<file path="src/hw/rtl/mesi_pkg.sv">
package mesi_pkg;

    typedef enum logic [2:0] {
        K_PR_RD    = 3'd0,
        K_PR_WR    = 3'd1,
        K_BUS_RD   = 3'd2,
        K_BUS_RDX  = 3'd3,
        K_BUS_UPGR = 3'd4
    } t_kind;

    typedef enum logic [1:0] {
        ST_I = 2'd0,
        ST_S = 2'd1,
        ST_E = 2'd2,
        ST_M = 2'd3
    } t_coh;

    typedef enum logic [1:0] {
        REQ_NONE    = 2'd0,
        REQ_BUS_RD  = 2'd1,
        REQ_BUS_RDX = 2'd2,
        REQ_BUS_UPG = 2'd3
    } t_req;

    typedef enum logic [1:0] {
        FSM_IDLE  = 2'd0,
        FSM_READ  = 2'd1,
        FSM_WRITE = 2'd2,
        FSM_CLEAR = 2'd3
    } t_fsm;

    typedef struct packed {
        logic       tag_miss;
        logic [1:0] bus_request;
        logic       write_back;
        logic       flushed;
        logic       cache_transfer;
        logic       invalidated;
        logic       intervention;
    } t_result;

endpackage

</file>
<file path="src/hw/rtl/mesi_update.sv">
module mesi_update #(
    parameter int NUM_WAYS  = 4,
    parameter int TAG_BITS  = 24,
    parameter int RANK_BITS = 2,
    parameter int WAY_BITS  = 2
) (
    input  logic [2:0]                                         i_kind,
    input  logic [TAG_BITS-1:0]                                i_tag,
    input  logic                                               i_shared,
    input  logic [NUM_WAYS-1:0][1+TAG_BITS+2+RANK_BITS-1:0]    i_row,
    output logic [NUM_WAYS-1:0][1+TAG_BITS+2+RANK_BITS-1:0]    o_row,
    output mesi_pkg::t_result                                  o_res
);

    typedef struct packed {
        logic                 alloc;
        logic [TAG_BITS-1:0]  tag;
        logic [1:0]           coh;
        logic [RANK_BITS-1:0] rank;
    } t_way;

    t_way [NUM_WAYS-1:0]  row_in, row_out;
    logic [NUM_WAYS-1:0]  hit_vec;
    logic                 hit;
    logic [WAY_BITS-1:0]  hit_way;
    logic                 has_free;
    logic [WAY_BITS-1:0]  free_way;
    logic [WAY_BITS-1:0]  lru_way;
    logic [WAY_BITS-1:0]  sel;
    logic [RANK_BITS-1:0] sel_rank;
    logic [1:0]           st;
    logic                 is_pr;
    mesi_pkg::t_result    res;

    assign row_in = i_row;
    assign is_pr  = (i_kind == mesi_pkg::K_PR_RD) || (i_kind == mesi_pkg::K_PR_WR);

    always_comb begin
        hit      = 1'b0;
        hit_way  = '0;
        has_free = 1'b0;
        free_way = '0;
        lru_way  = '0;
        for (int w = NUM_WAYS - 1; w >= 0; w--) begin
            hit_vec[w] = row_in[w].alloc && (row_in[w].tag == i_tag);
            if (hit_vec[w]) begin
                hit     = 1'b1;
                hit_way = WAY_BITS'(w);
            end
            if (!row_in[w].alloc) begin
                has_free = 1'b1;
                free_way = WAY_BITS'(w);
            end
            if (row_in[w].rank == RANK_BITS'(NUM_WAYS - 1)) lru_way = WAY_BITS'(w);
        end
    end

    assign sel      = hit ? hit_way : (has_free ? free_way : lru_way);
    assign sel_rank = row_in[sel].rank;
    assign st       = row_in[sel].coh;

    always_comb begin
        row_out = row_in;
        res     = '0;
        if (is_pr) begin
            for (int w = 0; w < NUM_WAYS; w++) begin
                if (row_in[w].rank < sel_rank) row_out[w].rank = row_in[w].rank + RANK_BITS'(1);
            end
            row_out[sel].rank = '0;
            if (!hit) begin
                res.tag_miss       = 1'b1;
                res.write_back     = !has_free && (st == mesi_pkg::ST_M);
                row_out[sel].alloc = 1'b1;
                row_out[sel].tag   = i_tag;
                if (i_kind == mesi_pkg::K_PR_WR) begin
                    row_out[sel].coh = mesi_pkg::ST_M;
                    res.bus_request  = mesi_pkg::REQ_BUS_RDX;
                end else begin
                    row_out[sel].coh = i_shared ? mesi_pkg::ST_S : mesi_pkg::ST_E;
                    res.bus_request  = mesi_pkg::REQ_BUS_RD;
                end
            end else if (i_kind == mesi_pkg::K_PR_RD) begin
                if (st == mesi_pkg::ST_I) begin
                    row_out[sel].coh = i_shared ? mesi_pkg::ST_S : mesi_pkg::ST_E;
                    res.bus_request  = mesi_pkg::REQ_BUS_RD;
                end
            end else begin
                if (st == mesi_pkg::ST_I) res.bus_request = mesi_pkg::REQ_BUS_RDX;
                else if (st == mesi_pkg::ST_S) res.bus_request = mesi_pkg::REQ_BUS_UPG;
                row_out[sel].coh = mesi_pkg::ST_M;
            end
        end else if (hit) begin
            case (i_kind)
                mesi_pkg::K_BUS_RD: begin
                    if (st == mesi_pkg::ST_M) begin
                        row_out[sel].coh = mesi_pkg::ST_S;
                        res.intervention = 1'b1;
                        res.flushed      = 1'b1;
                        res.write_back   = 1'b1;
                    end else if (st == mesi_pkg::ST_E) begin
                        row_out[sel].coh   = mesi_pkg::ST_S;
                        res.intervention   = 1'b1;
                        res.cache_transfer = 1'b1;
                    end
                end
                mesi_pkg::K_BUS_RDX: begin
                    if (st != mesi_pkg::ST_I) begin
                        row_out[sel].coh = mesi_pkg::ST_I;
                        res.invalidated  = 1'b1;
                        res.flushed      = (st == mesi_pkg::ST_M);
                        res.write_back   = (st == mesi_pkg::ST_M);
                    end
                end
                mesi_pkg::K_BUS_UPGR: begin
                    if (st == mesi_pkg::ST_S) begin
                        row_out[sel].coh = mesi_pkg::ST_I;
                        res.invalidated  = 1'b1;
                    end
                end
                default: res = '0;
            endcase
        end
    end

    assign o_row = row_out;
    assign o_res = res;

endmodule

</file>
<file path="config.mk">
export PLATFORM = sky130hd
export DESIGN_NAME = mesi_update
export DESIGN_NICKNAME = d
export VERILOG_FILES = /design/src/hw/rtl/mesi_pkg.sv /design/src/hw/rtl/mesi_update.sv
export SDC_FILE = /design/constraint.sdc
export NUM_CORES = 1
export LEC_CHECK = 0
export ABC_AREA = 1
export BUFFER_PORTS_ARGS = -buffer_cell sky130_fd_sc_hd__buf_2
export CORE_MARGIN = 10
export CORE_UTILIZATION = 42
export DETAILED_ROUTE_END_ITERATION = 8
export PLACE_DENSITY = 0.82
export SLEW_MARGIN = 0
export SYNTH_ARGS = -nofsm -noshare
export SYNTH_HDL_FRONTEND = slang
export SYNTH_SLANG_ARGS = --single-unit
export TNS_END_PERCENT = 1
</file>
<file path="constraint.sdc">
create_clock -name vclk -period 2.75
set_clock_uncertainty 0.1 [all_clocks]
set_input_delay 0.1375 -clock vclk [all_inputs]
set_output_delay 0.1375 -clock vclk [all_outputs]
set_load 0.005 [all_outputs]
</file>
* After elaboration in Yosys (flattened, before gate mapping) *
Cells that the tools add are included.

word-level totals
  logic and storage cells = 119
  input bits = 144
  bits in registers = 0
  output and inout bits = 124

cells by class
  add/sub/neg operators = 4
  equality and inequality tests = 15
  $lt $le $gt $ge = 6
  muxes and demuxes = 83
  reductions and logical operators = 11

operators with widths
  cell                                                                    count
  116-bit two-way mux                                                     10
  116-bit bitwise mux                                                     9
  116-bit case mux with 3 select lines                                    1
  29-bit demux with 2-bit select                                          4
  24-bit == test                                                          4
  2-bit two-way mux                                                       31
  29-bit binary-select mux with 2-bit select                              1
  29-bit two-way mux                                                      1
  28-bit two-way mux                                                      1
  1-bit two-way mux                                                       18
  4-bit two-way mux                                                       4
  2-bit == test (second input constant)                                   6
  2-bit by 1-bit adder with 2-bit output (second input constant)          4
  2-bit < comparator                                                      4
  3-bit by 2-bit == test with 1-bit output (second input constant)        2
  1-bit logical AND                                                       6
  5-bit two-way mux                                                       1
  2-bit case mux with 2 select lines                                      1
  3-bit by 1-bit == test with 1-bit output (second input constant)        1
  3-bit == test (second input constant)                                   1
  3-bit logical NOT                                                       1
  2-bit by 3-bit < comparator with 1-bit output (second input constant)   1
  2-bit by 1-bit == test with 1-bit output (second input constant)        1
  2-bit by 1-bit >= comparator with 1-bit output (second input constant)  1
  5 further kinds                                                         5

* Logic depth before layout (Yosys ltp) *
Gate-level depths: netlist (run 1).

  word-level depth = 19
  gate-level depth with buffers = 24
  gate-level depth less buffers = 24

* Least setup slack after synthesis (run 1) *
OpenSTA, ideal clock, no wires.

  path type = input-to-output
  start = input i_tag[18]
  end = output o_row[87] in the netlist's numbering
  setup slack = -0.013 ns
  stages on the path = 23
  data required time = 2.513 ns
  arrival time = 2.525 ns
  buffers on the path = 1
  cells stage by stage = buf_2 -> inv_2 -> nand2_1 -> nand2_1 -> nor2_1 -> nand2_1 -> nor2_1 -> nand2_1 -> nor2_4 -> inv_1 -> nand2_4 -> nand2_8 -> inv_6 -> nor2_8 -> inv_2 -> o22ai_1 -> a221oi_1 -> ha_1 -> o21ai_1 -> nand2_1 -> nand2_1 -> nand2_1 -> nor2_1

RTL lines
  what                line               text
  start: declaration  mesi_update.sv:8   input logic [TAG_BITS-1:0] i_tag,
  end: declaration    mesi_update.sv:11  output logic [NUM_WAYS-1:0][1+TAG_BITS+2+RANK_BITS-1:0] o_row,

==> results of run 1 <==
[repair_timing]
action                     4_1_cts  5_1_grt
setup endpoints to repair       36      119
pin swaps                        5       49
resized for setup               15      122
setup buffers                    1        5
[cell usage in the layout, fill, tap and decap left out, types with 2 or more instances in the layout]
cell type / synthesis / layout
nand2_1: 383 / 370
buf_2: 9 / 248
inv_1: 99 / 98
buf_4: 1 / 83
o21ai_1: 54 / 73
nor2_1: 82 / 64
nand3_1: 36 / 35
o21ai_2: 20 / 30
o21ai_0: 55 / 26
nor2_2: 5 / 22
xnor2_1: 26 / 22
inv_2: 30 / 21
nand2_2: 10 / 19
a21oi_1: 20 / 17
nor2_4: 10 / 11
inv_4: 0 / 9
nand2_4: 4 / 8
buf_6: 7 / 8
buf_12: 0 / 7
nor3_1: 5 / 5
nand3_2: 4 / 5
nand4_1: 5 / 5
ha_1: 8 / 5
xnor2_2: 0 / 4
clkbuf_4: 0 / 4
diode_2: 0 / 3
nand3b_1: 3 / 3
a21oi_2: 0 / 3
xor2_1: 3 / 3
a31oi_1: 3 / 3
ha_4: 0 / 3
clkinv_1: 2 / 2
or2_0: 3 / 2
or2_1: 1 / 2
nor2_8: 2 / 2
buf_8: 0 / 2
[area by class of cell]
type,instances,area (sq um)
multi-input cells,752,3910
fillers,1051,3400
repair buffers,352,2150
inverters,133,544
well taps,136,170
diodes,3,7.51
[per-stage QoR]
step / setup TNS, ns / instances
floorplan: 0 / 912
global placement: -1.17 / 1368
detailed placement: -2.74 / 1368
CTS: -0.754 / 1369
global route: -11.68 / 1376
finish: -1.57 / 1376
[critical path: cells and delay by family]
kind,cells,cell delay [ns]
AOI/OAI and AO/OA,3,0.28
adders and majority gates,1,0.29
buffers and inverters,6,0.55
and+or+nand+nor,16,1.45
[worst paths after layout]
kind / slack, ns / endpoint
worst min-delay path: 0.48 / o_row[35]
worst max-delay path: -0.19 / o_row[87]
[cells by family after synthesis]
logic type | Yosys count | share of synthesized area
simple gates | 556 | 0.556
buf+inv | 160 | 0.157
compound gates | 159 | 0.205
xor+xnor | 29 | 0.0586
fa+ha+maj | 8 | 0.0231
[per-layer routing]
metal / up-vias / GRT usage / wire length, um / part of all wire
li1: 3501 / - / - / -
met1: 3105 / 0.356 / 9160 / 0.40
met2: 447 / 0.477 / 10800 / 0.47
met3: 55 / 0.0402 / 2270 / 0.10
met4: 0 / 0.0537 / 547 / 0.024
met5: - / 0 / 0 / 0
[power groups by stage]
stage / clock [W] / sequential, W / combinational (W)
global placement: 0 / 0 / 0.00101
finish: 0.000000000146 / 0 / 0.00114
detailed placement: 0 / 0 / 0.00102
global route: 0.000000000146 / 0 / 0.00125
floorplan: 0 / 0 / 0.000515
CTS: 0 / 0 / 0.00104
==> impl_metrics.env, run 1 <==
export IMPL_outcome="complete, but fails checks"
export IMPL_violations="setup timing"
export IMPL_io_pins=268
export IMPL_track_usage=0.276
export IMPL_wl_per_cell_um=16.5
export IMPL_ys_top_cells_by_area="nand2_1 (33%), inv_1 (8.6%), nor2_1 (7.1%)"
export IMPL_synth_nets=1064
export IMPL_slew_viol_final=0
export IMPL_setup_viol=19
export IMPL_critical_path_class="input pin to output pin"
export IMPL_start_util=0.426
export IMPL_antenna_found_initial=3
export IMPL_hold_path_depth=4
export IMPL_ys_types=40
export IMPL_grt_max_degree=50
export IMPL_pwr_share_comb=1.000
export IMPL_yosysMostFrequentCell="nand2_1"
export IMPL_p_sw_frac=0.565
export IMPL_post_route_drc_count=0
export IMPL_place_ws_ns=-0.252
export IMPL_maxCapViolCount=0
export IMPL_synth_area_leader_cell="nand2_1"
export IMPL_hold_buffers=0
export IMPL_nets=1391
export IMPL_syn_area_sq_um=4340
export IMPL_rsz0062_at_grt="yes"
export IMPL_crit_top_cell="nand2_1"
export IMPL_grt_overflow=0
export IMPL_crit_required_ns=2.51
export IMPL_critPathLaunch="i_row[96]"
export IMPL_clockPowerShare=0
export IMPL_clockBufferCount=0
export IMPL_netlist_area_leader_share=0.332
export IMPL_hp_class="input pin to output pin"
export IMPL_vias_per_cell=5.17
export IMPL_path_max_fanout=4
export IMPL_tightestPinTransition_ns=0.441
export IMPL_seq_cells=0
export IMPL_grt_pass1_wl_um=33800
export IMPL_worstPathArrival_ns=2.70
export IMPL_dr_total_vias=7108
export IMPL_slowest_stage="ha_1"
export IMPL_finalHoldViolCount=0
export IMPL_syn_inst=912
export IMPL_drtIter0Drc=861
export IMPL_place_congestion=1.05
export IMPL_row_count=37
export IMPL_die_h_um=122
export IMPL_fmax_ghz=0.340
export IMPL_power_leakage_nw=4.00
export IMPL_postRouteAntennaNets=0
export IMPL_power_w=0.00114
export IMPL_seq_power_share=0
export IMPL_yosys_warnings=0
export IMPL_chipWidth_um=122
export IMPL_hpwl_um=19100
export IMPL_cpPeakStageDelay_ns=0.29
export IMPL_fin_area_sq_um=6790
export IMPL_fin_crit_ns=2.94
export IMPL_drt_pass1_iter_count=5
export IMPL_slew_headroom=0.705
export IMPL_post_route_period_util=1.07
export IMPL_yosysSeqAreaShare=0
export IMPL_synth_avg_cell_area_sq_um=4.75
export IMPL_min_from="i_row[35]"
export IMPL_fin_util=0.666
export IMPL_endpoint_kind="output pin"
export IMPL_design_core_area_sq_um=10200
export IMPL_grt_pass1_vias=6455
export IMPL_p_int_w=0.000498
export IMPL_setup_ws_ns=-0.190
export IMPL_wl_um=22700
export IMPL_port_buffers=268
export IMPL_placed_cell_area_sq_um=6350
export IMPL_synth_commonest_cells="nand2_1 (383), inv_1 (99), nor2_1 (82)"
export IMPL_irDropWorstVdd_mv=0.109
export IMPL_power_switching_w=0.000647
export IMPL_power_density_nw_per_um2=169
export IMPL_hold_slack_ns=0.482
export IMPL_area_sequential_sq_um=0
export IMPL_area_growth_pct=56.6
export IMPL_die_area_sq_um=14800
export IMPL_post_route_cells_drive_above_1_share=0.402
export IMPL_worst_setup_path_start_kind="input pin"
(Power assumes the default switching activity.)
==> inputs of run 2 (changes only) <==
- ABC_AREA: 1 -> 0
- CORE_UTILIZATION: 42 -> 39
- PLACE_DENSITY: 0.82 -> 0.8
==> impl_metrics.env, run 2 <==
export IMPL_ys_types=59
export IMPL_slew_headroom=0.512
export IMPL_seq_cells=0
export IMPL_placed_cell_area_sq_um=6030
export IMPL_io_pins=268
export IMPL_irDropWorstVdd_mv=0.149
export IMPL_area_sequential_sq_um=0
export IMPL_drtIter0Drc=393
export IMPL_nets=985
export IMPL_fin_crit_ns=3.67
export IMPL_ys_top_cells_by_area="mux2_2 (29%), xnor2_1 (14%), xor2_1 (9.9%)"
export IMPL_post_route_drc_count=0
export IMPL_die_h_um=118
export IMPL_fin_setup_tns_ns=-68.06
export IMPL_grt_pass1_wl_um=32900
export IMPL_power_leakage_nw=2.99
export IMPL_chipWidth_um=118
export IMPL_yosys_warnings=0
export IMPL_grt_max_degree=25
export IMPL_final_common_cell="buf_2"
export IMPL_hold_buffers=0
export IMPL_synth_commonest_cells="mux2_2 (96), xnor2_1 (59), xor2_1 (42)"
export IMPL_endpoint_kind="output pin"
export IMPL_post_route_period_util=1.33
export IMPL_slew_viol_final=0
export IMPL_start_util=0.401
export IMPL_crit_required_ns=2.51
export IMPL_vias_per_cell=5.66
export IMPL_clockBufferCount=0
export IMPL_dr_total_vias=5447
export IMPL_synth_nets=631
export IMPL_post_route_cells_drive_above_1_share=0.645
export IMPL_power_density_nw_per_um2=170
export IMPL_syn_inst=479
export IMPL_antenna_found_initial=3
export IMPL_syn_area_sq_um=3730
export IMPL_fin_area_sq_um=6310
export IMPL_wl_um=21700
export IMPL_area_growth_pct=69.4
export IMPL_critical_path_class="input pin to output pin"
export IMPL_postRouteAntennaNets=0
export IMPL_port_buffers=268
export IMPL_design_core_area_sq_um=9280
export IMPL_hpwl_um=18800
export IMPL_die_area_sq_um=13900
export IMPL_hp_class="input pin to output pin"
export IMPL_power_w=0.00108
export IMPL_maxCapViolCount=0
export IMPL_netlist_area_leader_share=0.290
export IMPL_grt_pass1_vias=5835
export IMPL_setup_ws_ns=-0.920
export IMPL_worst_setup_path_start_kind="input pin"
export IMPL_place_congestion=1.04
export IMPL_synth_area_leader_cell="mux2_2"
export IMPL_outcome="complete, but fails checks"
export IMPL_finalNonFillerCells=963
export IMPL_wl_per_cell_um=22.5
export IMPL_tightestPinTransition_ns=0.731
export IMPL_rsz0062_at_grt="yes"
export IMPL_place_inst=957
export IMPL_violations="setup timing"
export IMPL_drt_pass1_iter_count=5
export IMPL_grt_overflow=0
export IMPL_row_count=35
export IMPL_final_cell_mix="buf_2 (264), buf_4 (117), mux2_2 (93)"
export IMPL_setup_viol=122
export IMPL_fin_util=0.680
export IMPL_track_usage=0.287
export IMPL_fmax_ghz=0.272
export IMPL_path_max_fanout=5
export IMPL_finalHoldViolCount=0
export IMPL_yosysSeqAreaShare=0
export IMPL_synth_avg_cell_area_sq_um=7.78
export IMPL_worstPathArrival_ns=3.43
export IMPL_yosysMostFrequentCell="mux2_2"
-- run 2: cell types whose count changed in the layout (fill, tap and decap cells not counted), sizes merged, moves of 14 or more --
cell	before	now
nor2	99	28
buf	348	391
nand3	41	12
nand4	6	20
nand2	398	15
o21ai	129	9
xor2	3	42
xnor2	26	59
inv	129	12
mux2	0	97
-- run 2: kinds of logic (layout without fill, tap and decap cells) --
logic type / after synthesis / after routing / share of synthesized area
AO/OA/AOI/OAI: 62 / 62 / 0.127
other: 0 / 3 / 0
AND/OR/NAND/NOR: 156 / 156 / 0.247
multiplexers: 101 / 101 / 0.304
buffers and inverters: 51 / 403 / 0.0578
XOR/XNOR: 101 / 101 / 0.237
adder cells (fa/ha/maj): 8 / 8 / 0.0269
-- run 2: layout make-up --
cell class / count / area, sq um
Antenna cell: 3 / 7.51
Fill cell: 812 / 2970
Inverter: 12 / 45.0
Multi-Input combinational cell: 428 / 3750
Tap cell: 129 / 161
Timing Repair Buffer: 391 / 2350
-- run 2: routing by layer --
layer | track usage | part of all wire
met2 | 0.516 | 0.49
met4 | 0.129 | 0.052
met3 | 0.0619 | 0.077
met1 | 0.315 | 0.38
met5 | 0 | 0
-- run 2: final timing paths --
| check | from | to | depth (start not counted) |
|---|---|---|---|
| worst max-delay path | i_tag[21] | o_row[32] | 14 |
| worst min-delay path | i_row[77] | o_row[77] | 3 |
-- run 2: critical path, cell delays in order --
cell       delay, ns
buf_4           0.15
xor2_2          0.18
or4b_1          0.46
or4_4           0.50
o211a_4         0.25
buf_4           0.14
o211ai_4        0.22
nor2_2          0.07
a2111oi_4       0.36
o21ai_1         0.24
buf_4           0.22
nor2b_1         0.14
a32oi_1         0.20
buf_2           0.14
-- run 2: what timing repair did --
| action | 4_1_cts | 5_1_grt |
|---|---|---|
| pin swaps | 16 | 7 |
| endpoints found under the hold margin | 0 | 0 |
| setup buffers | 1 | 2 |
| gates resized for setup | 38 | 18 |
| endpoints found under the setup margin | 123 | 123 |
-- run 2: through the flow --
stage	hold slack, ns	setup WS (ns)
after floorplan	0.256	-0.668
after global placement	0.501	-0.981
after detailed placement	0.503	-1.04
after CTS	0.491	-0.933
after global routing	0.514	-1.11
final	0.505	-0.920
-- run 2: power breakdown --
part,internal (W),switching (W),leakage (nW),total [W]
logic,0.000544,0.000532,2.99,0.00108
registers,0,0,0,0
clock network,0.000000000146,0,0.0000190,0.000000000146
total,0.000544,0.000532,2.99,0.00108
==> inputs of run 3 (changes only) <==
- ABC_AREA: 0 -> 1
- CORE_UTILIZATION: 39 -> 30
- PLACE_DENSITY: 0.8 -> unset
- SLEW_MARGIN: 0 -> 20
==> impl_metrics.env, run 3 (synthesized netlist as in run 1, its figures left out) <==
export IMPL_post_route_drc_count=0
export IMPL_die_h_um=140
export IMPL_tightestPinTransition_ns=0.433
export IMPL_dr_total_vias=6891
export IMPL_hpwl_um=20000
export IMPL_grt_max_degree=50
export IMPL_crit_top_cell="nand2_1"
export IMPL_hp_class="input pin to output pin"
export IMPL_critPathTopFamily="simple AND/OR/NAND/NOR gates"
export IMPL_path_max_fanout=4
export IMPL_worstPathArrival_ns=2.60
export IMPL_endpoint_kind="output pin"
export IMPL_outcome="complete, but fails checks"
export IMPL_finalHoldViolCount=0
export IMPL_critical_path_class="input pin to output pin"
export IMPL_rsz0062_at_grt="yes"
export IMPL_worst_setup_path_start_kind="input pin"
export IMPL_wl_per_cell_um=16.3
export IMPL_grt_pass1_vias=6369
export IMPL_place_congestion=0.968
export IMPL_chipWidth_um=140
export IMPL_antenna_cells=0
export IMPL_fin_area_sq_um=7000
export IMPL_postRouteAntennaNets=0
export IMPL_slew_headroom=0.710
export IMPL_crit_required_ns=2.51
export IMPL_setup_viol=14
export IMPL_setup_ws_ns=-0.0874
export IMPL_place_ws_ns=-0.329
export IMPL_track_usage=0.216
export IMPL_final_common_cell="nand2_1"
export IMPL_nets=1401
export IMPL_area_sequential_sq_um=0
export IMPL_slowest_stage="xnor2_4"
export IMPL_fin_crit_ns=2.84
export IMPL_grt_overflow=0
export IMPL_fmax_ghz=0.352
export IMPL_design_core_area_sq_um=14000
export IMPL_slew_viol_final=0
export IMPL_power_density_nw_per_um2=167
export IMPL_post_route_cells_drive_above_1_share=0.414
export IMPL_antenna_found_initial=0
export IMPL_irDropWorstVdd_mv=0.0818
export IMPL_port_buffers=268
export IMPL_row_count=43
export IMPL_drt_pass1_iter_count=5
export IMPL_grt_pass1_wl_um=35300
export IMPL_maxCapViolCount=0
export IMPL_seq_cells=0
export IMPL_clockBufferCount=0
export IMPL_start_util=0.309
export IMPL_io_pins=268
export IMPL_hold_buffers=0
export IMPL_cp_cell_sequence="buf_2, xnor2_4, nand2_1, nor2_2, nand2_1, nor2_1, nand2_1, nand2_1, nand2_2, nand2_4, nand2_8, clkinv_8, nor2_8, inv_2, o22ai_2, a221oi_2, buf_4, ha_4, o21ai_4, nand2_2, nand2_1, nand2_1, nor2_1, buf_2"
export IMPL_power_leakage_nw=4.07
export IMPL_final_cell_mix="nand2_1 (358), buf_2 (247), inv_1 (97)"
export IMPL_violations="setup timing"
export IMPL_vias_per_cell=4.83
export IMPL_post_route_period_util=1.03
export IMPL_wl_um=23300
export IMPL_cpPeakStageDelay_ns=0.24
export IMPL_critPathBufInv=5
export IMPL_drtIter0Drc=563
export IMPL_placed_cell_area_sq_um=6450
export IMPL_area_growth_pct=61.4
export IMPL_fill_cells=1555
export IMPL_die_area_sq_um=19700
## run 3: cell types whose count changed in the layout (fill, tap and decap cells not counted), moves of 34 or more
cell	delta
xnor2_1	-34
mux2_2	-93
inv_1	+85
o21ai_1	+72
xor2_1	-36
nor2_1	+38
nand2_1	+346
## run 3: per-layer routing
metal	vias up	global-route usage	part of all wire
li1	3517	-	-
met1	3035	0.280	0.43
met2	309	0.374	0.47
met3	30	0.0362	0.084
met4	0	0.0223	0.013
met5	-	0	0
## run 3: timing repair
action | in CTS | in global routing
endpoints found under the setup margin | 86 | 119
pin swaps | 20 | 51
setup buffers | 3 | 4
resized for setup | 45 | 130
## run 3: path summary, 6_finish.rpt
check                 startpoint         to  slack, ns  cells after the start
worst max-delay path   i_row[84]  o_row[87]      -0.09                     24
worst min-delay path   i_row[18]  o_row[18]       0.49                      4
## run 3: layout make-up
| type | count | area (sq um) | share of cell area |
|---|---|---|---|
| inverter | 133 | 562 | 0.0803 |
| multi-input combinational | 752 | 3970 | 0.568 |
| tap | 180 | 225 | 0.0322 |
| timing repair buffer | 362 | 2240 | 0.320 |
## run 3: metrics by stage
step / cells / hold slack, ns / power [W] / TNS [ns] / utilization
after global placement: 1421 / 0.482 / 0.00104 / -5.87 / 0.459
after floorplan: 912 / 0.265 / 0.000515 / 0 / -
after CTS: 1423 / 0.486 / 0.00109 / -0.148 / 0.475
final: 1427 / 0.489 / 0.00117 / -0.548 / 0.498
after global routing: 1427 / 0.507 / 0.00129 / -11.90 / 0.498
after detailed placement: 1421 / 0.482 / 0.00104 / -7.88 / 0.459
## run 3: power breakdown
group / internal [W] / switching [W]
clock network: 0 / 0
logic: 0.000514 / 0.000655
registers: 0 / 0
total: 0.000514 / 0.000655
